### config.mk
export PLATFORM = sky130hd
export DESIGN_NAME = htt_ctrl
export DESIGN_NICKNAME = d
export VERILOG_FILES = /design/src/hdl/htt_pkg.sv /design/src/hdl/htt_ctrl.sv
export SDC_FILE = /design/constraint.sdc
export NUM_CORES = 1
export LEC_CHECK = 0
export BUFFER_PORTS_ARGS = -buffer_cell sky130_fd_sc_hd__buf_2
export CAP_MARGIN = 20
export CORE_ASPECT_RATIO = 0.6
export CORE_MARGIN = 5
export CORE_UTILIZATION = 60
export DETAILED_ROUTE_END_ITERATION = 6
export PLACE_DENSITY = 0.9
export SYNTH_ARGS = -nofsm -noshare
export SYNTH_HDL_FRONTEND = slang
export SYNTH_SLANG_ARGS = --single-unit
### constraint.sdc
create_clock -name clock -period 13.1 [get_ports clock]
set_input_delay 0.655 -clock clock [delete_from_list [all_inputs] [get_ports clock]]
set_output_delay 0.655 -clock clock [all_outputs]
set_load 0.02 [all_outputs]
### src/hdl/htt_pkg.sv
`timescale 1ns / 1ps
`default_nettype none

package htt_pkg;

   localparam int TABLE_DEPTH_DEF = 256;
   localparam int VALUE_W         = 64;
   localparam int ID_W            = 32;
   localparam int TYPE_W          = 3;
   localparam int STATUS_W        = 2;

   localparam logic [ID_W-1:0] FIRST_ID_RESET = 32'd1;

   localparam logic CMD_OUT = 1'b0;
   localparam logic CMD_IN  = 1'b1;

   localparam logic [TYPE_W-1:0] OBJ_BINDER      = 3'd0;
   localparam logic [TYPE_W-1:0] OBJ_HANDLE      = 3'd1;
   localparam logic [TYPE_W-1:0] OBJ_WEAK_BINDER = 3'd2;
   localparam logic [TYPE_W-1:0] OBJ_WEAK_HANDLE = 3'd3;
   localparam logic [TYPE_W-1:0] OBJ_FD          = 3'd4;

   localparam logic [STATUS_W-1:0] ST_OK         = 2'd0;
   localparam logic [STATUS_W-1:0] ST_UNKNOWN_ID = 2'd1;
   localparam logic [STATUS_W-1:0] ST_BAD_TYPE   = 2'd2;
   localparam logic [STATUS_W-1:0] ST_FULL       = 2'd3;

   typedef enum logic [2:0] {
      S_IDLE,
      S_LOOKUP,
      S_FETCH,
      S_SCAN,
      S_DELIVER
   } state_type;

   typedef struct packed {
      logic rd_en;
      logic wr_en;
   } mem_ctl_type;

endpackage

`default_nettype wire

### src/hdl/htt_ctrl.sv
`timescale 1ns / 1ps
`default_nettype none

module htt_ctrl #(
   parameter int TABLE_DEPTH = htt_pkg::TABLE_DEPTH_DEF,
   parameter int AW          = $clog2(htt_pkg::TABLE_DEPTH_DEF),
   parameter int CW          = $clog2(htt_pkg::TABLE_DEPTH_DEF + 1)
) (
   input  wire logic                          clock,
   input  wire logic                          reset,
   input  wire logic [htt_pkg::ID_W-1:0]      first_id,
   input  wire logic                          req_valid,
   output logic                               req_stall,
   input  wire logic                          req_cmd,
   input  wire logic [htt_pkg::TYPE_W-1:0]    req_obj_type,
   input  wire logic [htt_pkg::VALUE_W-1:0]   req_obj_value,
   output logic                               rsp_valid,
   input  wire logic                          rsp_stall,
   output logic      [htt_pkg::VALUE_W-1:0]   rsp_result_value,
   output logic      [htt_pkg::STATUS_W-1:0]  rsp_status,
   output htt_pkg::mem_ctl_type               mem_ctl,
   output logic      [AW-1:0]                 rd_addr,
   output logic      [AW-1:0]                 wr_addr,
   output logic      [htt_pkg::VALUE_W-1:0]   wr_data,
   input  wire logic [htt_pkg::VALUE_W-1:0]   rd_data
);
   import htt_pkg::*;

   state_type           state_ff, state_in;
   logic [VALUE_W-1:0]  value_ff, value_in;
   logic [CW-1:0]       count_ff, count_in;
   logic [CW-1:0]       scan_idx_ff, scan_idx_in;
   logic                pend_ff, pend_in;
   logic [AW-1:0]       pend_idx_ff, pend_idx_in;
   logic [VALUE_W-1:0]  res_value_ff, res_value_in;
   logic [STATUS_W-1:0] res_status_ff, res_status_in;
   logic                rsp_valid_ff, rsp_valid_in;
   logic [VALUE_W-1:0]  rsp_value_ff, rsp_value_in;
   logic [STATUS_W-1:0] rsp_status_ff, rsp_status_in;

   logic [VALUE_W-1:0]  base;
   logic [VALUE_W-1:0]  id_diff;
   logic                issue;
   logic                match;

   assign base    = {{(VALUE_W-ID_W){1'b0}}, first_id};
   assign id_diff = value_ff - base;
   assign issue   = (scan_idx_ff < count_ff);
   assign match   = pend_ff && (rd_data == value_ff);

   always_ff @(posedge clock) begin
      if (reset) begin
         state_ff     <= S_IDLE;
         count_ff     <= '0;
         pend_ff      <= 1'b0;
         rsp_valid_ff <= 1'b0;
      end else begin
         state_ff     <= state_in;
         count_ff     <= count_in;
         pend_ff      <= pend_in;
         rsp_valid_ff <= rsp_valid_in;
      end
   end

   always_ff @(posedge clock) begin
      value_ff      <= value_in;
      scan_idx_ff   <= scan_idx_in;
      pend_idx_ff   <= pend_idx_in;
      res_value_ff  <= res_value_in;
      res_status_ff <= res_status_in;
      rsp_value_ff  <= rsp_value_in;
      rsp_status_ff <= rsp_status_in;
   end

   always_comb begin
      state_in      = state_ff;
      value_in      = value_ff;
      count_in      = count_ff;
      scan_idx_in   = scan_idx_ff;
      pend_in       = pend_ff;
      pend_idx_in   = pend_idx_ff;
      res_value_in  = res_value_ff;
      res_status_in = res_status_ff;
      rsp_valid_in  = rsp_valid_ff && rsp_stall;
      rsp_value_in  = rsp_value_ff;
      rsp_status_in = rsp_status_ff;
      mem_ctl       = '0;
      rd_addr       = scan_idx_ff[AW-1:0];
      wr_addr       = count_ff[AW-1:0];
      wr_data       = value_ff;

      unique case (state_ff)
         S_IDLE: begin
            if (req_valid) begin
               value_in = req_obj_value;
               unique case (req_obj_type) inside
                  OBJ_BINDER: begin
                     if (req_cmd == CMD_IN) begin
                        state_in = S_LOOKUP;
                     end else begin
                        scan_idx_in = '0;
                        pend_in     = 1'b0;
                        state_in    = S_SCAN;
                     end
                  end
                  OBJ_HANDLE, OBJ_WEAK_BINDER, OBJ_WEAK_HANDLE, OBJ_FD: begin
                     res_value_in  = req_obj_value;
                     res_status_in = ST_OK;
                     state_in      = S_DELIVER;
                  end
                  default: begin
                     res_value_in  = '0;
                     res_status_in = ST_BAD_TYPE;
                     state_in      = S_DELIVER;
                  end
               endcase
            end
         end
         S_LOOKUP: begin
            if ((value_ff < base) || (id_diff >= VALUE_W'(count_ff))) begin
               res_value_in  = '0;
               res_status_in = ST_UNKNOWN_ID;
               state_in      = S_DELIVER;
            end else begin
               mem_ctl.rd_en = 1'b1;
               rd_addr       = id_diff[AW-1:0];
               state_in      = S_FETCH;
            end
         end
         S_FETCH: begin
            res_value_in  = rd_data;
            res_status_in = ST_OK;
            state_in      = S_DELIVER;
         end
         S_SCAN: begin
            // one read issued and one compare per cycle
            if (issue) begin
               mem_ctl.rd_en = 1'b1;
               scan_idx_in   = scan_idx_ff + 1'b1;
               pend_in       = 1'b1;
               pend_idx_in   = scan_idx_ff[AW-1:0];
            end else begin
               pend_in = 1'b0;
            end
            if (match) begin
               res_value_in  = base + VALUE_W'(pend_idx_ff);
               res_status_in = ST_OK;
               state_in      = S_DELIVER;
            end else if (!issue) begin
               if (count_ff == CW'(TABLE_DEPTH)) begin
                  res_value_in  = '0;
                  res_status_in = ST_FULL;
               end else begin
                  mem_ctl.wr_en = 1'b1;
                  res_value_in  = base + VALUE_W'(count_ff);
                  res_status_in = ST_OK;
                  count_in      = count_ff + 1'b1;
               end
               state_in = S_DELIVER;
            end
         end
         S_DELIVER: begin
            if (!rsp_valid_ff || !rsp_stall) begin
               rsp_valid_in  = 1'b1;
               rsp_value_in  = res_value_ff;
               rsp_status_in = res_status_ff;
               state_in      = S_IDLE;
            end
         end
         default: begin
            state_in = S_IDLE;
         end
      endcase
   end

   assign req_stall        = (state_ff != S_IDLE);
   assign rsp_valid        = rsp_valid_ff;
   assign rsp_result_value = rsp_value_ff;
   assign rsp_status       = rsp_status_ff;

endmodule

`default_nettype wire

Yosys cells after proc, flatten, opt, wreduce, memory -nomap -nowiden
Cells that the tools add are included.

cells by class
  add/subtract/negate cells = 5
  order comparisons = 3
  eq/ne operators = 18
  multiplexer cells = 42
  bitwise gates (word level) = 3
  reductions and logical operators = 20

operators by type and width
  kind                                                  count
  two-way mux 64 bit                                    4
  one-hot mux 64 bit (4 select lines)                   1
  one-hot mux 64 bit (2 select lines)                   1
  equality test 64 bit                                  1
  greater-or-equal comparator 64 x 9 -> 1 bit           1
  < comparator 64 x 32 -> 1 bit                         1
  subtractor 64 x 32 -> 64 bit                          1
  two-way mux 9 bit                                     4
  adder 32 x 8 -> 33 bit                                1
  adder 32 x 9 -> 33 bit                                1
  two-way mux 33 bit                                    1
  adder 9 x 1 -> 9 bit (second input constant)          2
  two-way mux 3 bit                                     6
  one-hot mux 9 bit (2 select lines)                    1
  two-way mux 8 bit                                     2
  one-hot mux 3 bit (5 select lines)                    1
  != test 2 bit (second input constant)                 7
  equality test 3 x 2 -> 1 bit (second input constant)  4
  two-way mux 2 bit                                     6
  two-way mux 1 bit                                     11
  AND reduction 5 bit                                   2
  equality test 9 bit (second input constant)           1
  < comparator 9 bit                                    1
  one-hot mux 2 bit (4 select lines)                    1
  other kinds (17)                                      29

storage, ports and cells
  flip-flop bits (word level) = 227
  input bits = 168
  output and inout bits = 150
  logic and storage cells = 102

Longest topological paths before layout
  depth after elaboration = 5
  gate-level depth with buffers = 20
  depth with buffers taken out = 19

Worst setup path before layout
Ideal clock, no wire load.

  path type = in2reg
  start point = input port first_id[11] (netlist bit)
  end point = register res_status_ff[0] (enable)
  library setup time = 491 ps
  arrival = 6100 ps
  data required time = 12609 ps
  path slack = 6509 ps
  stages on the path = 14
  path buffers = 2
  cell sequence = clkbuf_1 inv_1 ha_1 nand2_1 nor4_1 o311ai_0 and2_1 a21oi_1 nor2_1 o211a_1 and4_1 and4_2 buf_12 nor2_1

between the ends
  word-level cells in the longest chain between the ends = 5
  elaborated cells on any way between the ends = 6
  classes of those cells = add/sub (1); order compare (2); eq/ne (1); reduce/logical (2)

ends and longest elaborated chain
  what                                         RTL line         RTL
  start: declaration                           htt_ctrl.sv:11   input wire logic [htt_pkg::ID_W-1:0] first_id,
  subtractor 64 x 32 -> 64 bit                 htt_ctrl.sv:47   assign id_diff = value_ff - base;
  greater-or-equal comparator 64 x 9 -> 1 bit  htt_ctrl.sv:120  if ((value_ff < base) || (id_diff >= VALUE_W'(count_ff))) begin
  logical OR 1 bit (*)                         htt_ctrl.sv:120
  != test 2 bit (no source line) (*)           n/a
  AND reduction 5 bit (no source line) (*)     n/a
  end signal: assignment                       htt_ctrl.sv:70   res_status_ff <= res_status_in;
  end: declaration                             htt_ctrl.sv:36   logic [STATUS_W-1:0] res_status_ff, res_status_in;

Every way passes the cells marked *; elsewhere a longest branch is shown, timed or not.
A chain may end at the register's enable or synchronous reset.

Worst setup path in the final report
  start point = register value_ff[1], in the netlist wr_data[1]
  end point = output port rd_addr[7]

between the ends
  word-level cells in the longest chain between the ends = 5
  elaborated cells on any way between the ends = 6
  classes of those cells = add/sub (1); order compare (2); mux (2); reduce/logical (1)

ends and longest elaborated chain
  what                                         RTL line         RTL
  start: declaration                           htt_ctrl.sv:30   logic [VALUE_W-1:0] value_ff, value_in;
  start signal: assignment                     htt_ctrl.sv:66   value_ff <= value_in;
  subtractor 64 x 32 -> 64 bit                 htt_ctrl.sv:47
  greater-or-equal comparator 64 x 9 -> 1 bit  htt_ctrl.sv:120
  logical OR 1 bit                             htt_ctrl.sv:120
  two-way mux 8 bit (*)                        htt_ctrl.sv:120
  two-way mux 8 bit (*)                        htt_ctrl.sv:92   unique case (state_ff)
  end: declaration                             htt_ctrl.sv:22   output logic [AW-1:0] rd_addr,

Marked as above.

==> implementation parameters <==
Parameter                              Value

Synth
  Leading area contributor after synthesis ... edfxtp_1
  Ys async rst share ... 0
  Count of distinct cell types in the synthesized netlist ... between 80 and 90
  Dominant cells by area after synthesis ... edfxtp_1 (43%), ha_1 (5.8%), xnor2_1 (4.0%), a21oi_1 (3.2%), o21ai_0 (3.0%)
  Number of synthesized flops with an enable pin ... 213
  Summed instance area of the synthesized netlist ... approximately 0.015 sq mm
  Most common cell in the netlist ... edfxtp_1
  Synth top cells by count ... edfxtp_1 (213), nor2_1 (117), nand2_1 (100), a21oi_1 (96), o21ai_0 (89)
  Syn_nets ... 1754
  Area share of the largest cell type after synthesis ... 0.430
  Yosys warning count ... 0
  Post-Synthesis Cells ... 1514
  Sequential area share after synthesis ... 0.449
  Synthesized flop and latch total ... between 200 and 250
  Most instantiated flip-flop cell in the synthesis netlist ... edfxtp_1
  Average instance area after synthesis ... approximately 9.8 sq um

Timing
  Setup slack after layout ... about 5.7 ns
  Final Hold Violating Endpoints ... 0
  Final critical-path share of the clock period ... 0.566
  Pin slew with the least headroom to its limit ... 1.02 ns
  Post-route setup TNS ... 0 ns
  Setup skew after layout ... 0.0382 ns
  Setup repair after global routing missed its margin ... no
  Highest clock rate ... ~0.13 GHz
  Slew Limit Headroom ... 0.316
  Slew Viols, Final ... 0
  Crit path time final ... 7.42 ns
  Setup-violating endpoint count in the final report ... 0

Global routing
  Largest net degree at the start of global routing ... between 60 and 70
  Vias in the first global route ... between 10000 and 15000
  Met1 track utilization from global routing ... 0.616
  Initial antenna violation count ... 8
  Busiest grt layer ... met1
  Leftover overflow at the end of global routing ... 0
  Met2 demand-to-capacity share in global routing ... 0.574
  All-layer global routing usage ... 0.425
  First-pass GRT wire length ... roughly 90 mm
  Met3 Usage GRT ... 0.203

Run
  Maximum capacitance violations ... 0

Status
  Status ... completed

Placement
  Routability congestion estimate from global placement ... 1.07
  DP Worst Slack ... 6.11 ns
  DP Cell Count ... between 2000 and 2500
  Number of buffers added on ports ... between 300 and 400
  Sum of net half-perimeters after detailed placement ... 49.4 mm

Setup path
  Start-to-end type of the worst setup path ... flip-flop to output pin
  Largest delay share family, worst path ... simple AND/OR/NAND/NOR gates
  Slowest library cell on the worst path ... and4_2
  CP Data Arrival Time ... slightly below 7 ns
  Largest fanout of any net on the critical path ... 12
  WP data required ... approximately 12 ns
  Top cell by count, worst path ... or4_1
  CP cell instances ... inv_1, fa_1, nand2b_1, a21oi_1, o21a_1, nor2_1, xnor2_1, ha_1, nand4_1, nor2_1, a221o_1, a221o_1, or4_1, or4_1, or4_1, nor4_1, and4_2, mux2_2, buf_2
  Worst stage delay on the critical path ... 0.58 ns
  Sort of element at the start of the critical path ... flip-flop
  Critical path endpoint category ... output pin
  Buf/Inv on CP ... 2

CTS
  TritonCTS clock tree ... built
  Clock tree root driver cell ... clkbuf_16
  Number of gates given a new drive strength after cts ... 0
  Number of hold-repair buffers added at the cts stage ... 0
  Maximum buffer depth of the clock tree ... 3
  Clock transition time at the flip-flop clock pins of the worst setup and hold paths ... approximately 0.08 ns
  Count of H-tree levels built during CTS ... 1
  Worst skew pair latency ... about 0.55 ns
  Number of buffers created by CTS ... 21
  Number of buffers inserted by post-CTS setup repair ... 0
  Sinks on the clock net ... 227

Power and ir drop
  Power density over the cells ... 118 mW/mm^2
  Max VDD drop ... 99.7 uV
  Total power ... roughly 2.1 mW
  Leak pwr ... 6.77 nW

Floorplanning
  Area of the die ... around 0.028 sq mm
  Chip width ... around 210 um
  Ports ... about 320
  Core outline area ... approximately 0.024 sq mm
  Initial Util ... 0.613
  Number of core rows ... 44
  Height of the chip ... 132 um

Routing
  Post-route DRC ... 0
  Total via count after detailed routing ... about 15000
  First-pass detailed-route iteration total ... 7
  Routed wire per std cell ... 29.4 um
  Final antenna-violating net count ... 0
  Vias per Instance ... slightly above 7
  WL final ... 63.1 mm
  Number of DRC violations after detailed-routing iteration 0 ... about 3100

Layout
  Layout cell share with drive strength beyond 1 ... 0.225
  Fillcell total ... approximately 1800
  Post-layout nets ... around 2000
  Area taken by flip-flops and latches ... ~0.0067 sq mm
  Non-filler cells in the finished layout ... 2143
  Area delta synth->final ... 17.1%
  Multi-input gate area in the final layout ... between 0.007 and 0.008 sq mm

Worst hold path
  Type of the most critical hold path ... primary input to flip-flop
## report_power, final
group | internal [mW] | switching [mW]
Combinational | 0.153 | 0.323
Clock | 0.355 | 0.295
Sequential | 0.878 | 0.0550
## metal layers
| metal | up-vias | wire [um] | share of wire |
|---|---|---|---|
| met4 | 2 | 2370 | 0.038 |
| met3 | 248 | 12300 | 0.19 |
| met2 | 1551 | 24900 | 0.39 |
| li1 | 6372 | - | - |
| met5 | - | 13 | 0.00021 |
| met1 | 7169 | 23500 | 0.37 |
## kinds of logic (layout without fill, tap and decap cells)
logic type / after synthesis / count (layout) / share of synthesized area
and+or+nand+nor: 505 / 505 / 0.175
xor gates and xnor gates: 95 / 95 / 0.0559
buffers and inverters: 163 / 459 / 0.0445
muxes: 21 / 21 / 0.0164
AOI/OAI and AO/OA: 431 / 431 / 0.197
adders and majority gates: 72 / 72 / 0.0621
DFF: 227 / 227 / 0.449
other: 0 / 11 / 0
## worst register-to-register path, cell delays in order, from the launching register on
cell,delay [ns]
edfxtp_1,0.51
inv_1,0.21
fa_1,0.47
nand2b_1,0.22
a21oi_1,0.39
o21a_1,0.17
nor2_1,0.05
xnor2_1,0.25
ha_1,0.30
nand4_1,0.09
nor2_1,0.06
a221o_1,0.36
a221o_1,0.29
or4_1,0.38
or4_1,0.52
or4_1,0.52
nor4_1,0.31
and4_2,0.58
nor2_4,0.08
buf_4,0.38
## final timing paths
check	start	end	slack, ns	cells after the start
worst min-delay path	req_obj_value[63]	wr_data[63]	0.30	1
worst max-delay path	wr_data[1]	rd_addr[7]	5.68	19
worst min register to register	res_value_ff[56]	rsp_result_value[56]	0.42	0
worst max register to register	wr_data[1]	res_value_ff[59]	6.53	19
## state kept, by name, indices dropped and copies added, names as in the netlist
name,flops
pend_ff,1
count_ff,9
state_ff,3
wr_data,64
res_status_ff,2
scan_idx_ff,9
rsp_valid,1
rsp_result_value,64
rsp_status,2
pend_idx_ff,8
res_value_ff,64
## per-stage QoR
step	hold slack, ns	utilization	instance area [sq um]
3_3_place_gp	0.402	0.688	16700
3_5_place_dp	0.405	0.688	16700
5_1_grt	0.298	0.717	17400
6_report	0.297	0.718	17400
4_1_cts	0.295	0.717	17400
2_1_floorplan	0.400	-	14900
## layout make-up
| type | instances | share of cell area |
|---|---|---|
| diodes | 11 | 0.00158 |
| clock buffers | 21 | 0.0302 |
| clock inverters | 16 | 0.00955 |
| inverters | 88 | 0.0190 |
| multi-input cells | 1124 | 0.435 |
| flip-flops and latches | 227 | 0.383 |
| well taps | 322 | 0.0231 |
| repair buffers | 334 | 0.0982 |
## layout by cell type, fill, tap and decap left out, types with 9 or more instances in the layout
| master | Yosys | routed |
|---|---|---|
| o31ai_1 | 12 | 12 |
| diode_2 | 0 | 11 |
| and3_1 | 16 | 16 |
| xnor2_1 | 68 | 68 |
| or4_1 | 14 | 14 |
| a22o_1 | 38 | 38 |
| clkbuf_16 | 0 | 21 |
| nand3_1 | 41 | 41 |
| and2_1 | 9 | 9 |
| buf_4 | 8 | 16 |
| nor4_1 | 29 | 29 |
| a22oi_1 | 26 | 26 |
| nand2b_1 | 15 | 15 |
| o21ai_0 | 89 | 89 |
| xor2_1 | 27 | 27 |
| edfxtp_1 | 213 | 213 |
| o22ai_1 | 12 | 12 |
| nor2_1 | 117 | 113 |
| mux2i_1 | 9 | 9 |
| a21o_1 | 15 | 15 |
| nor3_1 | 37 | 36 |
| o21bai_1 | 10 | 10 |
| dfxtp_1 | 14 | 14 |
| buf_2 | 3 | 317 |
| nand2_1 | 100 | 100 |
| ha_1 | 69 | 69 |
| inv_1 | 87 | 87 |
| a21oi_1 | 96 | 95 |
| a31oi_1 | 14 | 14 |
| a211oi_1 | 18 | 18 |
| or3_1 | 24 | 24 |
| nor2b_1 | 14 | 14 |
| nand4_1 | 48 | 48 |
Power figures use the tool's default switching activity.
